File: src/pss_pkg.sv
// ----------------------------------------------------------------------------
// pss_pkg
// Shared types and constants for the power switch sequencer: register
// indexes, register widths, reset values and the state and result records.
// ----------------------------------------------------------------------------
package pss_pkg;

    // configuration channel widths
    localparam int CFG_INDEX_W = 3;
    localparam int CFG_DATA_W  = 16;

    // register widths fixed by the register map
    localparam int THRESH_W = 8;
    localparam int PERIOD_W = 16;
    localparam int LIMIT_W  = 10;

    // register indexes
    localparam logic [CFG_INDEX_W-1:0] CFG_ON_THRESHOLD    = 3'd0;
    localparam logic [CFG_INDEX_W-1:0] CFG_OFF_THRESHOLD   = 3'd1;
    localparam logic [CFG_INDEX_W-1:0] CFG_SAMPLE_PERIOD   = 3'd2;
    localparam logic [CFG_INDEX_W-1:0] CFG_UNDERVOLT_LIMIT = 3'd3;

    // register reset values
    localparam logic [THRESH_W-1:0] ON_THRESHOLD_RST    = 8'd30;
    localparam logic [THRESH_W-1:0] OFF_THRESHOLD_RST   = 8'd30;
    localparam logic [PERIOD_W-1:0] SAMPLE_PERIOD_RST   = 16'd20;
    localparam logic [LIMIT_W-1:0]  UNDERVOLT_LIMIT_RST = 10'd630;

    // configuration register file
    typedef struct packed {
        logic [THRESH_W-1:0] on_threshold;
        logic [THRESH_W-1:0] off_threshold;
        logic [PERIOD_W-1:0] sample_period;
        logic [LIMIT_W-1:0]  undervolt_limit;
    } pss_cfg_t;

    // pin levels held between ticks
    typedef struct packed {
        logic boost;
        logic sw;
        logic status;
        logic discharge;
    } pss_pins_t;

    localparam pss_pins_t PINS_RST = '{boost: 1'b0, sw: 1'b0, status: 1'b1, discharge: 1'b1};

    // one result record
    typedef struct packed {
        logic powered;
        logic boost_drive;
        logic switch_drive;
        logic status_drive;
        logic discharge_drive;
        logic checked;
    } pss_result_t;

endpackage

File: src/pss_if.sv
// ----------------------------------------------------------------------------
// pss_if
// Handshake channels of the power switch sequencer: tick input, result
// output and configuration write.
// ----------------------------------------------------------------------------

// tick channel: sense level and supply sample
interface pss_tick_if #(
    parameter int SAMPLE_BITS = 10
);
    logic                   valid;
    logic                   ready;
    logic                   sense_level;
    logic [SAMPLE_BITS-1:0] supply_sample;

    modport source (output valid, output sense_level, output supply_sample, input ready);
    modport sink   (input valid, input sense_level, input supply_sample, output ready);
endinterface

// result channel: pin levels after one tick
interface pss_result_if;
    logic valid;
    logic ready;
    logic powered;
    logic boost_drive;
    logic switch_drive;
    logic status_drive;
    logic discharge_drive;
    logic checked;

    modport source (
        output valid, output powered, output boost_drive, output switch_drive,
        output status_drive, output discharge_drive, output checked, input ready
    );
    modport sink (
        input valid, input powered, input boost_drive, input switch_drive,
        input status_drive, input discharge_drive, input checked, output ready
    );
endinterface

// configuration write channel
interface pss_cfg_if;
    logic        valid;
    logic        ready;
    logic [2:0]  index;
    logic [15:0] data;

    modport source (output valid, output index, output data, input ready);
    modport sink   (input valid, input index, input data, output ready);
endinterface

File: src/power_switch_sequencer.sv
// ----------------------------------------------------------------------------
// power_switch_sequencer
// Pipeline: a tick request is captured in the input register, then its
// result in the result register.
// Throughput: one tick per cycle unless the result channel stalls; the
// state update from one tick to the next is one pass through the core logic.
// Reset: asynchronous, active low; system on, boost and switch released,
// status and discharge driven, counters zero, registers at their defaults.
// ----------------------------------------------------------------------------
module power_switch_sequencer
    import pss_pkg::*;
#(
    parameter int SAMPLE_BITS = 10,
    parameter int RUN_BITS    = 8
) (
    input  logic          clk,
    input  logic          rst_n,
    pss_tick_if.sink      sample_in,
    pss_result_if.source  result_out,
    pss_cfg_if.sink       cfg
);

    pss_cfg_t               cfg_reg;
    logic                   s1_valid_reg;
    logic                   s1_level_reg;
    logic [SAMPLE_BITS-1:0] s1_sample_reg;
    logic                   out_valid_reg;
    pss_result_t            result_reg;
    pss_result_t            core_result;
    logic                   s1_advance;
    logic                   in_accept;

    // handshake
    assign s1_advance      = s1_valid_reg && (!out_valid_reg || result_out.ready);
    assign sample_in.ready = !s1_valid_reg || s1_advance;
    assign in_accept       = sample_in.valid && sample_in.ready;
    assign cfg.ready       = 1'b1;

    // configuration registers
    always_ff @(posedge clk or negedge rst_n)
    begin
        if (!rst_n)
        begin
            cfg_reg.on_threshold    <= ON_THRESHOLD_RST;
            cfg_reg.off_threshold   <= OFF_THRESHOLD_RST;
            cfg_reg.sample_period   <= SAMPLE_PERIOD_RST;
            cfg_reg.undervolt_limit <= UNDERVOLT_LIMIT_RST;
        end
        else if (cfg.valid)
        begin
            unique case (cfg.index)
                CFG_ON_THRESHOLD:    cfg_reg.on_threshold    <= cfg.data[THRESH_W-1:0];
                CFG_OFF_THRESHOLD:   cfg_reg.off_threshold   <= cfg.data[THRESH_W-1:0];
                CFG_SAMPLE_PERIOD:   cfg_reg.sample_period   <= cfg.data[PERIOD_W-1:0];
                CFG_UNDERVOLT_LIMIT: cfg_reg.undervolt_limit <= cfg.data[LIMIT_W-1:0];
                default:             ;
            endcase
        end
    end

    // input register valid
    always_ff @(posedge clk or negedge rst_n)
    begin
        if (!rst_n)
        begin
            s1_valid_reg <= 1'b0;
        end
        else if (sample_in.ready)
        begin
            s1_valid_reg <= sample_in.valid;
        end
    end

    // input register payload
    always_ff @(posedge clk)
    begin
        if (in_accept)
        begin
            s1_level_reg  <= sample_in.sense_level;
            s1_sample_reg <= sample_in.supply_sample;
        end
    end

    // sequencer core
    pss_core #(
        .SAMPLE_BITS (SAMPLE_BITS),
        .RUN_BITS    (RUN_BITS)
    ) u_core (
        .clk     (clk),
        .rst_n   (rst_n),
        .advance (s1_advance),
        .level   (s1_level_reg),
        .sample  (s1_sample_reg),
        .cfg     (cfg_reg),
        .result  (core_result)
    );

    // result register valid
    always_ff @(posedge clk or negedge rst_n)
    begin
        if (!rst_n)
        begin
            out_valid_reg <= 1'b0;
        end
        else if (!out_valid_reg || result_out.ready)
        begin
            out_valid_reg <= s1_valid_reg;
        end
    end

    // result register payload
    always_ff @(posedge clk)
    begin
        if (s1_advance)
        begin
            result_reg <= core_result;
        end
    end

    // result channel
    assign result_out.valid           = out_valid_reg;
    assign result_out.powered         = result_reg.powered;
    assign result_out.boost_drive     = result_reg.boost_drive;
    assign result_out.switch_drive    = result_reg.switch_drive;
    assign result_out.status_drive    = result_reg.status_drive;
    assign result_out.discharge_drive = result_reg.discharge_drive;
    assign result_out.checked         = result_reg.checked;

`ifndef NO_ASSERTIONS
    // a tick leaving the input register always lands in the result register
    a_stage_move: assert property (@(posedge clk) disable iff (!rst_n)
        s1_advance |=> out_valid_reg)
        else $error("tick lost between input and result register");

    // status follows the power state
    a_status_power: assert property (@(posedge clk) disable iff (!rst_n)
        out_valid_reg |-> (result_reg.status_drive == result_reg.powered))
        else $error("status pin disagrees with power state");

    // boost and switch always move together
    a_boost_switch: assert property (@(posedge clk) disable iff (!rst_n)
        out_valid_reg |-> (result_reg.boost_drive == result_reg.switch_drive))
        else $error("boost and switch pins differ");

    // when on, boost and switch are released and discharge is driven
    a_on_pins: assert property (@(posedge clk) disable iff (!rst_n)
        (out_valid_reg && result_reg.powered) |->
            (!result_reg.boost_drive && result_reg.discharge_drive))
        else $error("pin levels inconsistent with on state");
`endif

endmodule

File: src/pss_core.sv
// ----------------------------------------------------------------------------
// pss_core
// Sequencer state and the per-tick update: sense qualification counters,
// check phase counter, power state and pin levels.
// ----------------------------------------------------------------------------
module pss_core
    import pss_pkg::*;
#(
    parameter int SAMPLE_BITS = 10,
    parameter int RUN_BITS    = 8
) (
    input  logic                   clk,
    input  logic                   rst_n,
    input  logic                   advance,
    input  logic                   level,
    input  logic [SAMPLE_BITS-1:0] sample,
    input  pss_cfg_t               cfg,
    output pss_result_t            result
);

    localparam int CMP_W = (RUN_BITS > THRESH_W) ? RUN_BITS : THRESH_W;
    localparam int SMP_W = (SAMPLE_BITS > LIMIT_W) ? SAMPLE_BITS : LIMIT_W;
    localparam logic [RUN_BITS-1:0] RUN_MAX = {RUN_BITS{1'b1}};

    logic [RUN_BITS-1:0] high_run_reg, high_run_next;
    logic [RUN_BITS-1:0] low_run_reg, low_run_next;
    logic [PERIOD_W-1:0] phase_reg, phase_next;
    logic                power_reg, power_next;
    pss_pins_t           pins_reg, pins_next;

    logic [RUN_BITS-1:0] high_inc;
    logic [RUN_BITS-1:0] low_inc;
    logic [CMP_W-1:0]    on_thr_cmp;
    logic [CMP_W-1:0]    off_thr_cmp;
    logic [PERIOD_W:0]   phase_inc;
    logic                check;
    logic                undervolt;

    // saturating run increments and widened thresholds
    assign high_inc    = (high_run_reg < RUN_MAX) ? high_run_reg + 1'b1 : high_run_reg;
    assign low_inc     = (low_run_reg < RUN_MAX) ? low_run_reg + 1'b1 : low_run_reg;
    assign on_thr_cmp  = CMP_W'(cfg.on_threshold);
    assign off_thr_cmp = CMP_W'(cfg.off_threshold);

    // check phase
    assign phase_inc = {1'b0, phase_reg} + 1'b1;
    assign check     = phase_inc >= {1'b0, cfg.sample_period};
    assign undervolt = SMP_W'(sample) < SMP_W'(cfg.undervolt_limit);

    // tick update
    always_comb
    begin
        high_run_next = high_run_reg;
        low_run_next  = low_run_reg;
        power_next    = power_reg;
        pins_next     = pins_reg;

        if (level)
        begin
            high_run_next = high_inc;
            low_run_next  = '0;
            if (CMP_W'(high_inc) >= on_thr_cmp)
            begin
                high_run_next = RUN_BITS'(on_thr_cmp);
                // switch off
                if (power_reg)
                begin
                    pins_next.boost  = 1'b1;
                    pins_next.sw     = 1'b1;
                    pins_next.status = 1'b0;
                    power_next       = 1'b0;
                end
            end
        end
        else
        begin
            high_run_next = '0;
            low_run_next  = low_inc;
            if (CMP_W'(low_inc) > off_thr_cmp)
            begin
                low_run_next = RUN_BITS'(off_thr_cmp);
                // switch on
                if (!power_reg)
                begin
                    pins_next.boost     = 1'b0;
                    pins_next.sw        = 1'b0;
                    pins_next.status    = 1'b1;
                    pins_next.discharge = 1'b1;
                    power_next          = 1'b1;
                end
            end
        end

        phase_next = check ? '0 : phase_inc[PERIOD_W-1:0];

        // full shutdown on undervoltage while off
        if (check && !power_next && undervolt)
        begin
            pins_next.discharge = 1'b0;
            pins_next.boost     = 1'b0;
            pins_next.sw        = 1'b0;
        end
    end

    // result record
    always_comb
    begin
        result.powered         = power_next;
        result.boost_drive     = pins_next.boost;
        result.switch_drive    = pins_next.sw;
        result.status_drive    = pins_next.status;
        result.discharge_drive = pins_next.discharge;
        result.checked         = check;
    end

    // state registers
    always_ff @(posedge clk or negedge rst_n)
    begin
        if (!rst_n)
        begin
            high_run_reg <= '0;
            low_run_reg  <= '0;
            phase_reg    <= '0;
            power_reg    <= 1'b1;
            pins_reg     <= PINS_RST;
        end
        else if (advance)
        begin
            high_run_reg <= high_run_next;
            low_run_reg  <= low_run_next;
            phase_reg    <= phase_next;
            power_reg    <= power_next;
            pins_reg     <= pins_next;
        end
    end

endmodule

File: src/flat_wrapper.sv
// flat-port wrapper written by rule: the top's interface ports become plain ports
module power_switch_sequencer_flat import pss_pkg::*;
#(
    parameter int SAMPLE_BITS = 10,
    parameter int RUN_BITS    = 8
)
  (clk, rst_n, sample_in_valid, sample_in_sense_level, sample_in_supply_sample, sample_in_ready, result_out_valid, result_out_powered, result_out_boost_drive, result_out_switch_drive, result_out_status_drive, result_out_discharge_drive, result_out_checked, result_out_ready, cfg_valid, cfg_index, cfg_data, cfg_ready);
  pss_tick_if #(.SAMPLE_BITS(SAMPLE_BITS)) sample_in_i ();
  pss_result_if result_out_i ();
  pss_cfg_if cfg_i ();
  input  logic clk;
  input  logic rst_n;
  input wire logic [$bits(sample_in_i.valid)-1:0] sample_in_valid;
  input wire logic [$bits(sample_in_i.sense_level)-1:0] sample_in_sense_level;
  input wire logic [$bits(sample_in_i.supply_sample)-1:0] sample_in_supply_sample;
  output wire logic [$bits(sample_in_i.ready)-1:0] sample_in_ready;
  output wire logic [$bits(result_out_i.valid)-1:0] result_out_valid;
  output wire logic [$bits(result_out_i.powered)-1:0] result_out_powered;
  output wire logic [$bits(result_out_i.boost_drive)-1:0] result_out_boost_drive;
  output wire logic [$bits(result_out_i.switch_drive)-1:0] result_out_switch_drive;
  output wire logic [$bits(result_out_i.status_drive)-1:0] result_out_status_drive;
  output wire logic [$bits(result_out_i.discharge_drive)-1:0] result_out_discharge_drive;
  output wire logic [$bits(result_out_i.checked)-1:0] result_out_checked;
  input wire logic [$bits(result_out_i.ready)-1:0] result_out_ready;
  input wire logic [$bits(cfg_i.valid)-1:0] cfg_valid;
  input wire logic [$bits(cfg_i.index)-1:0] cfg_index;
  input wire logic [$bits(cfg_i.data)-1:0] cfg_data;
  output wire logic [$bits(cfg_i.ready)-1:0] cfg_ready;
  assign sample_in_i.valid = sample_in_valid;
  assign sample_in_i.sense_level = sample_in_sense_level;
  assign sample_in_i.supply_sample = sample_in_supply_sample;
  assign sample_in_ready = sample_in_i.ready;
  assign result_out_valid = result_out_i.valid;
  assign result_out_powered = result_out_i.powered;
  assign result_out_boost_drive = result_out_i.boost_drive;
  assign result_out_switch_drive = result_out_i.switch_drive;
  assign result_out_status_drive = result_out_i.status_drive;
  assign result_out_discharge_drive = result_out_i.discharge_drive;
  assign result_out_checked = result_out_i.checked;
  assign result_out_i.ready = result_out_ready;
  assign cfg_i.valid = cfg_valid;
  assign cfg_i.index = cfg_index;
  assign cfg_i.data = cfg_data;
  assign cfg_ready = cfg_i.ready;
  power_switch_sequencer #(.SAMPLE_BITS(SAMPLE_BITS), .RUN_BITS(RUN_BITS)) u_core (.clk(clk), .rst_n(rst_n), .sample_in(sample_in_i), .result_out(result_out_i), .cfg(cfg_i));
endmodule
File: config.mk
export PLATFORM = sky130hd
export DESIGN_NAME = power_switch_sequencer_flat
export DESIGN_NICKNAME = d
export VERILOG_FILES = /design/src/pss_pkg.sv /design/src/pss_if.sv /design/src/power_switch_sequencer.sv /design/src/pss_core.sv /design/src/flat_wrapper.sv
export SDC_FILE = /design/constraint.sdc
export NUM_CORES = 1
export LEC_CHECK = 0
export ABC_CLOCK_PERIOD_IN_PS = 4480
export BUFFER_PORTS_ARGS = -buffer_cell sky130_fd_sc_hd__buf_2
export CORE_MARGIN = 4
export CORE_UTILIZATION = 60
export CTS_CLUSTER_SIZE = 12
export DETAILED_ROUTE_END_ITERATION = 6
export PLACE_DENSITY = 0.89
export SLEW_MARGIN = 30
export SYNTH_ARGS = -nofsm -noshare
export SYNTH_HDL_FRONTEND = slang
export SYNTH_SLANG_ARGS = --single-unit
File: constraint.sdc
create_clock -name clk -period 4.48 [get_ports clk]
set_input_delay 0.448 -clock clk [delete_from_list [all_inputs] [get_ports clk]]
set_output_delay 0.448 -clock clk [all_outputs]
set_load 0.02 [all_outputs]
==> results of run 1 <==
## per-layer routing
metal  up-vias  global-route usage [%]  wire length, um  part of all wire (%)
met5         -                       0                0                     0
met4         0                    9.02              356                   3.0
met3        30                    5.10              554                   4.6
met2       129                    39.3             5980                    50
met1      2090                    28.6             5090                    43
li1       2067                       -                -                     -
## cell usage in the layout (no fill, tap or decap), types with 2 or more instances in the layout
cell type | netlist | layout
a211oi_1 | 2 | 2
a21boi_0 | 2 | 2
a21o_1 | 4 | 4
a21oi_1 | 28 | 28
a22o_1 | 7 | 7
and2_1 | 6 | 6
and3_1 | 11 | 11
buf_2 | 3 | 41
buf_4 | 1 | 5
clkbuf_8 | 0 | 9
clkinv_1 | 0 | 2
clkinvlp_4 | 0 | 2
dfrtp_1 | 62 | 62
dfstp_2 | 19 | 19
edfxtp_1 | 17 | 17
ha_1 | 44 | 44
inv_1 | 44 | 44
mux2_2 | 15 | 15
mux2i_1 | 12 | 12
nand2_1 | 79 | 79
nand2b_1 | 8 | 8
nand3_1 | 19 | 19
nand4_1 | 6 | 6
nor2_1 | 22 | 22
nor2_2 | 4 | 4
nor2b_1 | 4 | 4
nor3_1 | 10 | 10
nor3b_1 | 2 | 2
o21a_1 | 6 | 6
o21ai_0 | 63 | 63
o21ai_1 | 6 | 6
o21bai_1 | 2 | 2
o22ai_1 | 2 | 2
o2bb2ai_1 | 2 | 2
o31ai_1 | 3 | 3
xnor2_1 | 10 | 10
xor2_1 | 8 | 8
## metrics by stage
stage,worst slack [ns],instances,util [%]
floorplan,0.983,566,-
global placement,0.923,706,65.9
detailed placement,0.761,706,65.9
CTS,0.738,722,68.0
global route,0.443,722,68.0
finish,0.699,722,68.0
## worst min-delay path by stage
| stage | startpoint | to | slack, ns | cells after the start |
|---|---|---|---|---|
| 2_1_floorplan | rst_n | u_core.cfg_reg[0] | 0.15 | 0 |
| 3_3_place_gp | u_core.s1_valid_reg | u_core.result_out.valid | 0.47 | 1 |
| 3_5_place_dp | u_core.cfg_reg[3] | u_core.cfg_reg[3] | 0.50 | 1 |
| 4_1_cts | sample_in_supply_sample[5] | u_core.s1_sample_reg[5] | 0.24 | 1 |
| 5_1_grt | rst_n | u_core.cfg_reg[7] | 0.16 | 1 |
| 6_report | rst_n | u_core.cfg_reg[7] | 0.11 | 1 |
## critical path, cell delays in order (launching register included)
cell      delay [ns]
dfrtp_1         0.43
ha_1            0.26
and3_1          0.22
and3_1          0.21
nand3_1         0.26
mux2_2          0.39
ha_1            0.30
and4b_1         0.21
a211oi_2        0.20
o22ai_1         0.13
o21bai_1        0.15
o21ai_1         0.12
a2111o_1        0.48
and2_1          0.17
## cell families after synthesis
family | share of synthesized area (%)
fa+ha+maj | 9.99
buf+inv | 4.22
flops | 46.5
xor+xnor | 2.86
simple gates | 15.6
other cells | 0.0681
compound gates | 15.5
mux | 5.25
## area by class of cell
| cell class | instances | area (um^2) | share of cell area, % |
|---|---|---|---|
| Multi-Input combinational cell | 408 | 2720 | 45.1 |
| Sequential cell | 98 | 2560 | 42.5 |
| Timing Repair Buffer | 47 | 254 | 4.22 |
| Inverter | 45 | 169 | 2.81 |
| Tap cell | 108 | 135 | 2.24 |
| Clock buffer | 10 | 128 | 2.12 |
| Clock inverter | 6 | 57.6 | 0.956 |
## report_power, final
part | internal, mW | switching, mW
logic | 0.428 | 0.566
registers | 1.13 | 0.163
clock network | 0.254 | 0.303
total | 1.81 | 1.03
==> metrics, run 1 <==
status finished, final reports clean; HPWL after DPL 8590 um; Critical Path AT 3.90 ns; Yosys top cell area share 28.2%; setup TNS 0 ns; fmax 0.264 GHz; Slew Viols, Final 0; Post-synth EDFFs 17; Mean Syn Cell Area 9.73 um^2; GRT overflow 0; I/O Pins 44; n_diodes 0; worst reg2reg path startpoint u_core.u_core.low_run_reg[0]; FILL cells 649; most common cell in the netlist nand2_1; final net count 688; Total Wirelength 12000 um; Net Count, Synth 645; IO buf count 42; initial core utilization 62.3%; routed vias 4316; Synth Register Bits 98; CTS clk-pin slew, worst paths 0.09 ns; crit path launch u_core.u_core.low_run_reg[0]; final cycle utilization of the critical path 84.4%; clock skew 0.0113 ns; crit-path max FO 9; RSZ-0062 raised after global routing false; Pre-antenna DRT Iters 5; register area share after synthesis 46.5%; Slew @ Worst Pin 0.841 ns; Iter 0 DRT Violations 255; die height 104 um; first-pass GRT wire length 20300 um; R2R Path End u_core.result_out.boost_drive; core area 0.00885 mm^2; hold slack 0.109 ns; total chip power 2.84 mW; Distinct cells, synth 57; CTS Sinks 98; Lkg Pwr 2.72 nW; Commonest cells post-synth nand2_1, o21ai_0, dfrtp_1; Period minus WS final 3.78 ns; drc violations 0; clk_lat worst skew 0.37 ns; Vias/cell 5.98; Final ANT Viol Nets 0; Top FF cell, synth dfrtp_1; Die Area 0.0108 mm^2; initial antenna violation count 0; H-Tree Depth 3; post-CTS setup buffer count 0; maxcap violations 0; DP Area 0.00583 mm^2; CP Capture Type flip-flop; wire per inst 16.6 um; Inserted Clock Buffers 9; pwr dens 472 mW/mm^2; Ys Warns 0; share of post-route cells with drive strength above 1 17.3%; Gates resized, CTS repair 0; WS Path Type flip-flop to flip-flop; Mapped Area 0.00551 mm^2; hold crit path type primary input to asynchronous set/reset pin; Peak supply drop 0.265 mV; final setup vio count 0; share of synthesized flip-flops with an asynchronous set or reset 82.7%; Hold Vio Cnt, Final 0; Syn Inst Count 566; Hold Buf Count CTS 0; CTS tree yes; Max clock buf depth 2; vias in the first global route 4371; Die Span X 104 um; GRT Util Overall 23.1%; Routability Congestion 0.861; CP required 4.60 ns; Setup crit end u_core.result_out.boost_drive; R2R Setup Slk 0.70 ns; Critical Path Source Type flip-flop; max FFs per register 42; cell taking the most area after synthesis dfrtp_1; Reg2Reg Depth 13; synth top area cells dfrtp_1, ha_1, edfxtp_1, dfstp_2, o21ai_0; num rows 34; largest net degree at the start of global routing 82; design area 0.00602 mm^2; Layout area overhead 9.27%; worst slew margin relative to its limit 43.9%; root buf cell clkbuf_8
No activity file was read; power rests on OpenSTA's default activity.
==> run 2, diff against run 1 <==
ABC_CLOCK_PERIOD_IN_PS = 3000   (was 4480)
CORE_UTILIZATION = 55   (was 60)
PLACE_DENSITY = 0.86   (was 0.89)
clock period = 3 ns   (was 4.48 ns; I/O delays follow)
==> run 2 against run 1 <==
Net effect:
- the run now ends with design-rule violations, negative setup slack left
- clock-buffer cell count down 1
- largest power group is now combinational logic
- register-to-register slack lost 1.0 ns
- hold slack worse by 0.0042 ns
- sequential cell count did not move
- core utilization grew 3.7 points
- global-route usage grew 1.2 points
- cell count rose by 11%
- total power grew 82%
- cell area rose by 16%
- first-iteration DRC count is 25% higher
- largest cell class unchanged
==> metrics, run 2 (same netlist as run 1, synthesis figures left out) <==
GRT Util Overall 24.3% (+1.2 points); num rows 36 (+5.9%); drc violations 1 (+1); Final Worst Setup Slack -0.317 ns (-1.02 ns); FILL cells 633 (-2.5%); Peak supply drop 0.413 mV (+56%); Die Span X 108 um (+4.1%); Die Area 0.0117 mm^2 (+8.4%); Vias/cell 5.98 (+0.10%); Slew Viols, Final 0 (unchanged); clk_lat worst skew 0.37 ns (about the same); root buf cell clkbuf_8; CP required 3.24 ns (-1.36 ns); crit path launch u_core.u_core.phase_reg[1]; critical-path cell with the highest stage delay dfrtp_1; CTS Sinks 98 (unchanged); Critical Path Source Type flip-flop; max FFs per register 42 (unchanged); Inserted Clock Buffers 9 (unchanged); commonest non-fill, non-tap cell in the layout nand2_1; Layout area overhead 27.3%; first-pass GRT wire length 22500 um (+11%); commonest cells after routing, fill and taps aside nand2_1, dfrtp_1, o21ai_0, buf_4, inv_1; status finished, violations left; I/O Pins 44 (unchanged); die height 108 um (+4.1%); Critical Path AT 3.56 ns (-0.34 ns); Max clock buf depth 2 (unchanged); Crit path top cell by count buf_4; Routability Congestion 0.903 (+4.8%); routed vias 4811 (+11%); final net count 745 (+8.3%); n_diodes 0 (unchanged); wire per inst 19.2 um (+16%); CP cell instances and3_4 > nand3_4 > nor3b_4 > buf_4 > xor2_1 > ha_1 > a21oi_1 > a21boi_0 > o21bai_1 > nand4_4 > nor2_4 > buf_4 > buf_6 > nand2_8 > o41ai_2; HP Start sample_in_sense_level; violated checks design-rule violations, negative setup slack; total chip power 5.16 mW (+82%); CP Capture Type flip-flop; CTS tree yes; worst slew margin relative to its limit 44.1% (+0.22 points); WS Path Type flip-flop to flip-flop; final core occ 71.7% (+3.7 points); worst reg2reg path startpoint u_core.u_core.phase_reg[1]; fmax 0.301 GHz (+14%); Total Wirelength 15500 um (+29%); Hold Vio Cnt, Final 0 (unchanged); Final ANT Viol Nets 0 (unchanged); HPWL after DPL 9490 um (+10%); CTS clk-pin slew, worst paths 0.10 ns (about the same); max incr delay on CP 0.43 ns (-0.05 ns); Period minus WS final 3.32 ns (-0.464 ns); GRT overflow 0 (unchanged); largest net degree at the start of global routing 49 (-40%); H-Tree Depth 3 (unchanged); RSZ-0062 raised after global routing true; Lkg Pwr 3.16 nW (+16%); final setup vio count 33 (+33); crit-path max FO 5 (-4); final cycle utilization of the critical path 111% (+26 points); share of post-route cells with drive strength above 1 33.1% (+16 points); Iter 0 DRT Violations 320 (+25%); pwr dens 736 mW/mm^2 (+56%); Slew @ Worst Pin 0.838 ns (-0.00330 ns); vias in the first global route 4881 (+12%); initial antenna violation count 0 (unchanged); hold crit path type primary input to flip-flop; maxcap violations 0 (unchanged); IO buf count 42 (unchanged); R2R Setup Slk -0.32 ns (-1.02 ns); initial core utilization 56.4% (-5.9 points); core area 0.00977 mm^2 (+10%); clock skew 0.0151 ns (+0.00380 ns); Pre-antenna DRT Iters 7 (+2)
## run 2: cell types whose count changed in the layout (fill, tap and decap cells not counted), moves of 5 or more
cell	delta
and3_4	+5
buf_4	+49
and3_1	-6
nand3_4	+5
a21oi_1	-5
ha_1	-6
o21ai_2	+7
o21ai_0	-9
nand3_1	-7
## run 2: final timing paths
path	depth (start not counted)	to
setup / recovery	15	u_core.u_core.phase_reg[8]
hold / removal	1	u_core.s1_level_reg
setup reg to reg	15	u_core.u_core.phase_reg[8]
hold reg to reg	1	u_core.result_out.valid
max in group asynchronous	3	u_core.cfg_reg[6]
min in group asynchronous	2	u_core.u_core.high_run_reg[7]
## run 2: through the flow
step           hold slack [ns]  worst slack (ns)  TNS (ns)  area [um^2]  cells
5_1_grt                 0.0824            -0.439     -8.84         7010    804
3_3_place_gp             0.473           -0.0806    -0.512         6270    773
3_5_place_dp             0.364            -0.197     -1.57         6290    774
4_1_cts                  0.101            -0.125    -0.556         6670    798
2_1_floorplan          0.00441            -0.111    -0.410         5600    566
6_report                 0.105            -0.317     -4.95         7010    804
## run 2: per-layer routing
layer	wire length (um)	up-vias	GRT usage [%]
met5	0	-	0
li1	-	2185	-
met2	8370	190	42.7
met1	5770	2377	28.7
met4	627	0	10.6
met3	711	59	4.90
## run 2: area by class of cell
type | instances | area [um^2] | area share [%]
flip-flops and latches | 98 | 2560 | 36.5
multi-input cells | 408 | 3140 | 44.8
clock buffers | 9 | 124 | 1.77
well taps | 133 | 166 | 2.37
inverters | 45 | 169 | 2.41
repair buffers | 104 | 727 | 10.4
clock inverters | 7 | 125 | 1.78
## run 2: timing repair
action,in CTS,in global routing
endpoints found under the setup margin,22,41
setup buffers,7,7
gates resized for setup,16,63
pin swaps,16,24
hold buffers,1,0
endpoints found under the hold margin,35,0
## run 2: power breakdown
group          internal (mW)  total [mW]  leakage (nW)  switching, mW
clock network          0.562        1.05         0.118          0.489
registers               1.69        1.92          1.16          0.233
logic                   1.01        2.19          1.87           1.18
total                   3.26        5.16          3.16           1.90
## run 2: worst max-delay path: cells and delay by family (launching register included)
family	cells	cell delay, ns
compound gates	4	0.93
buf+inv	3	0.38
simple gates	6	0.98
flops	1	0.43
xor+xnor	1	0.16
fa+ha+maj	1	0.28
==> run 3, diff against run 2 <==
CTS_CLUSTER_DIAMETER = 80   (was unset)
GPL_TIMING_DRIVEN = 0   (was unset)
==> run 3 against run 2 <==
Net effect:
- the run ends with negative setup slack left
- sequential power increased by 3%
- sequential cell count stayed put
- total power is 3.4% higher
- core utilization grew 1.6 points
- via count rose by 4.1%
- non-clock buffer count is 5 higher
- clock power decreased by 9.9%
- first-iteration DRC count grew 2.8%
- hold slack lost 0.017 ns
- routed wire length increased by 5.8%
- clock skew fell by 0.0020 ns
- highest routed layer unchanged
==> metrics, run 3 (same netlist as run 1, synthesis figures left out) <==
first-pass GRT wire length 23800 um (+5.7%); Layout area overhead 30.1%; core area 0.00977 mm^2 (unchanged); Hold Vio Cnt, Final 0 (unchanged); die height 108 um (unchanged); num rows 36 (unchanged); clock skew 0.0130 ns (-0.00204 ns); Total Wirelength 16400 um (+5.8%); Critical Path Source Type flip-flop; Inserted Clock Buffers 9 (unchanged); wire per inst 20.2 um (+5.1%); hold crit path type primary input to flip-flop; CP cell instances and3_4 > nand3_4 > buf_4 > nor2_1 > and3_1 > xor2_1 > ha_1 > nand4_1 > nor2_4 > o311ai_2 > nand4_2 > nor2_4 > a2111o_1 > and2_1; Die Area 0.0117 mm^2 (unchanged); Lkg Pwr 3.13 nW (-0.64%); final net count 750 (+0.67%); violated checks negative setup slack; Final Worst Setup Slack -0.393 ns (-0.0755 ns); Vias/cell 6.19 (+3.4%); crit path buf inv count 1 (-2); pwr dens 744 mW/mm^2 (+1.1%); Max clock buf depth 2 (unchanged); CTS clk-pin slew, worst paths 0.11 ns (about the same); RSZ-0062 raised after global routing true; max incr delay on CP 0.45 ns (+0.02 ns); final core occ 73.3% (+1.6 points); worst slew margin relative to its limit 32.8% (-11 points); max FFs per register 42 (unchanged); critical-path cell with the highest stage delay a2111o_1; Die Span X 108 um (unchanged); Iter 0 DRT Violations 329 (+2.8%); Peak supply drop 0.360 mV (-13%); largest delay contributor family on the critical path simple AND/OR/NAND/NOR gates; crit-path max FO 6 (+1); Routability Congestion 0.869 (-3.7%); Crit path top cell by count nor2_4; initial antenna violation count 0 (unchanged); Period minus WS final 3.39 ns (+0.0755 ns); final setup vio count 40 (+21%); fmax 0.295 GHz (-2.2%); GRT Util Overall 25.9% (+1.6 points); share of post-route cells with drive strength above 1 35.8% (+2.7 points); Final ANT Viol Nets 0 (unchanged); CP required 3.14 ns (-0.10 ns); GRT overflow 0 (unchanged); commonest non-fill, non-tap cell in the layout nand2_1; HPWL after DPL 9180 um (-3.2%); Pre-antenna DRT Iters 5 (-2); status finished, violations left; initial core utilization 56.4% (unchanged); largest net degree at the start of global routing 48 (-2.0%); n_diodes 0 (unchanged); WS Path Type flip-flop to flip-flop; routed vias 5006 (+4.1%); setup TNS -6.63 ns (-1.69 ns); H-Tree Depth 3 (unchanged); Slew @ Worst Pin 1.01 ns (+0.171 ns); final cycle utilization of the critical path 113% (+2.5 points); CP Capture Type flip-flop; Slew Viols, Final 0 (unchanged); I/O Pins 44 (unchanged); CTS Sinks 98 (unchanged); root buf cell clkbuf_8; vias in the first global route 5009 (+2.6%); drc violations 0 (-1); IO buf count 42 (unchanged); clk_lat worst skew 0.38 ns (about the same); maxcap violations 0 (unchanged); commonest cells after routing, fill and taps aside nand2_1, dfrtp_1, o21ai_0; Critical Path AT 3.53 ns (-0.03 ns); CTS tree yes
==> run 3: cell count changes in the layout (fill, tap and decap cells not counted), moves of 3 or more <==
cell,change
buf_4,-13
dfrtp_1,-8
o21ai_0,-9
buf_6,+6
ha_4,+8
o21ai_1,+9
a21oi_1,-3
ha_1,-6
clkbuf_1,+11
a21oi_2,+4
dfrtp_2,+8
==> run 3: final cells by class <==
cell class	count	area, um^2
Buffer	15	90.1
Inverter	45	171
Tap cell	133	166
Sequential cell	98	2570
Timing Repair Buffer	94	681
Multi-Input combinational cell	408	3270
Clock buffer	9	124
Clock inverter	7	95.1
Fill cell	619	2610
==> run 3: per-stage QoR <==
step	hold slack, ns	setup slack [ns]	power [mW]	std cells	area, um^2
finish	0.0874	-0.393	5.33	809	7170
CTS	0.0795	-0.302	4.81	792	6720
global route	0.0740	-0.470	5.61	809	7170
global placement	0.476	-0.495	3.34	741	5980
floorplan	0.00441	-0.111	3.04	566	5600
detailed placement	0.209	-0.583	3.46	742	6010
==> run 3: path summary, 6_finish.rpt <==
check	start	endpoint	depth (start not counted)	slack [ns]
max in group asynchronous	rst_n	u_core.u_core.pins_reg[0]	3	2.01
min reg2reg	u_core.cfg_reg[8]	u_core.cfg_reg[8]	1	0.52
max	u_core.u_core.phase_reg[1]	u_core.result_out.switch_drive	14	-0.39
min in group asynchronous	rst_n	u_core.u_core.high_run_reg[3]	2	0.36
max reg2reg	u_core.u_core.phase_reg[1]	u_core.result_out.switch_drive	14	-0.39
min	sample_in_supply_sample[7]	u_core.s1_sample_reg[7]	1	0.09
==> run 3: worst reg2reg max path, cell delays in order, from the launching register on <==
cell and delay [ns]:
dfrtp_1 0.40, and3_4 0.23, nand3_4 0.09, buf_4 0.17
nor2_1 0.22, and3_1 0.35, xor2_1 0.12, ha_1 0.29
nand4_1 0.13, nor2_4 0.15, o311ai_2 0.14, nand4_2 0.17
nor2_4 0.06, a2111o_1 0.45, and2_1 0.19
==> run 3: power breakdown <==
group	total, mW	leakage (nW)	switching [mW]	internal [mW]
combinational	2.42	1.87	1.25	1.17
clock	0.946	0.111	0.533	0.413
sequential	1.97	1.15	0.276	1.69
total	5.33	3.13	2.06	3.28
==> run 3: timing repair <==
action / CTS / global route
hold endpoints to repair: 23 / 0
endpoints found under the setup margin: 43 / 42
pin swaps: 28 / 32
gates resized for setup: 48 / 75
hold buffers: 1 / 0
cloned: 0 / 1
buffers inserted: 33 / 16
==> run 3: routing by layer <==
metal  global-route usage, %  vias to the layer above  wire length, um
met5                       0                        -                0
met4                    10.2                        0              841
met3                    3.76                       86              851
met2                    47.9                      234             8620
met1                    29.9                     2487             6050
li1                        -                     2199                -
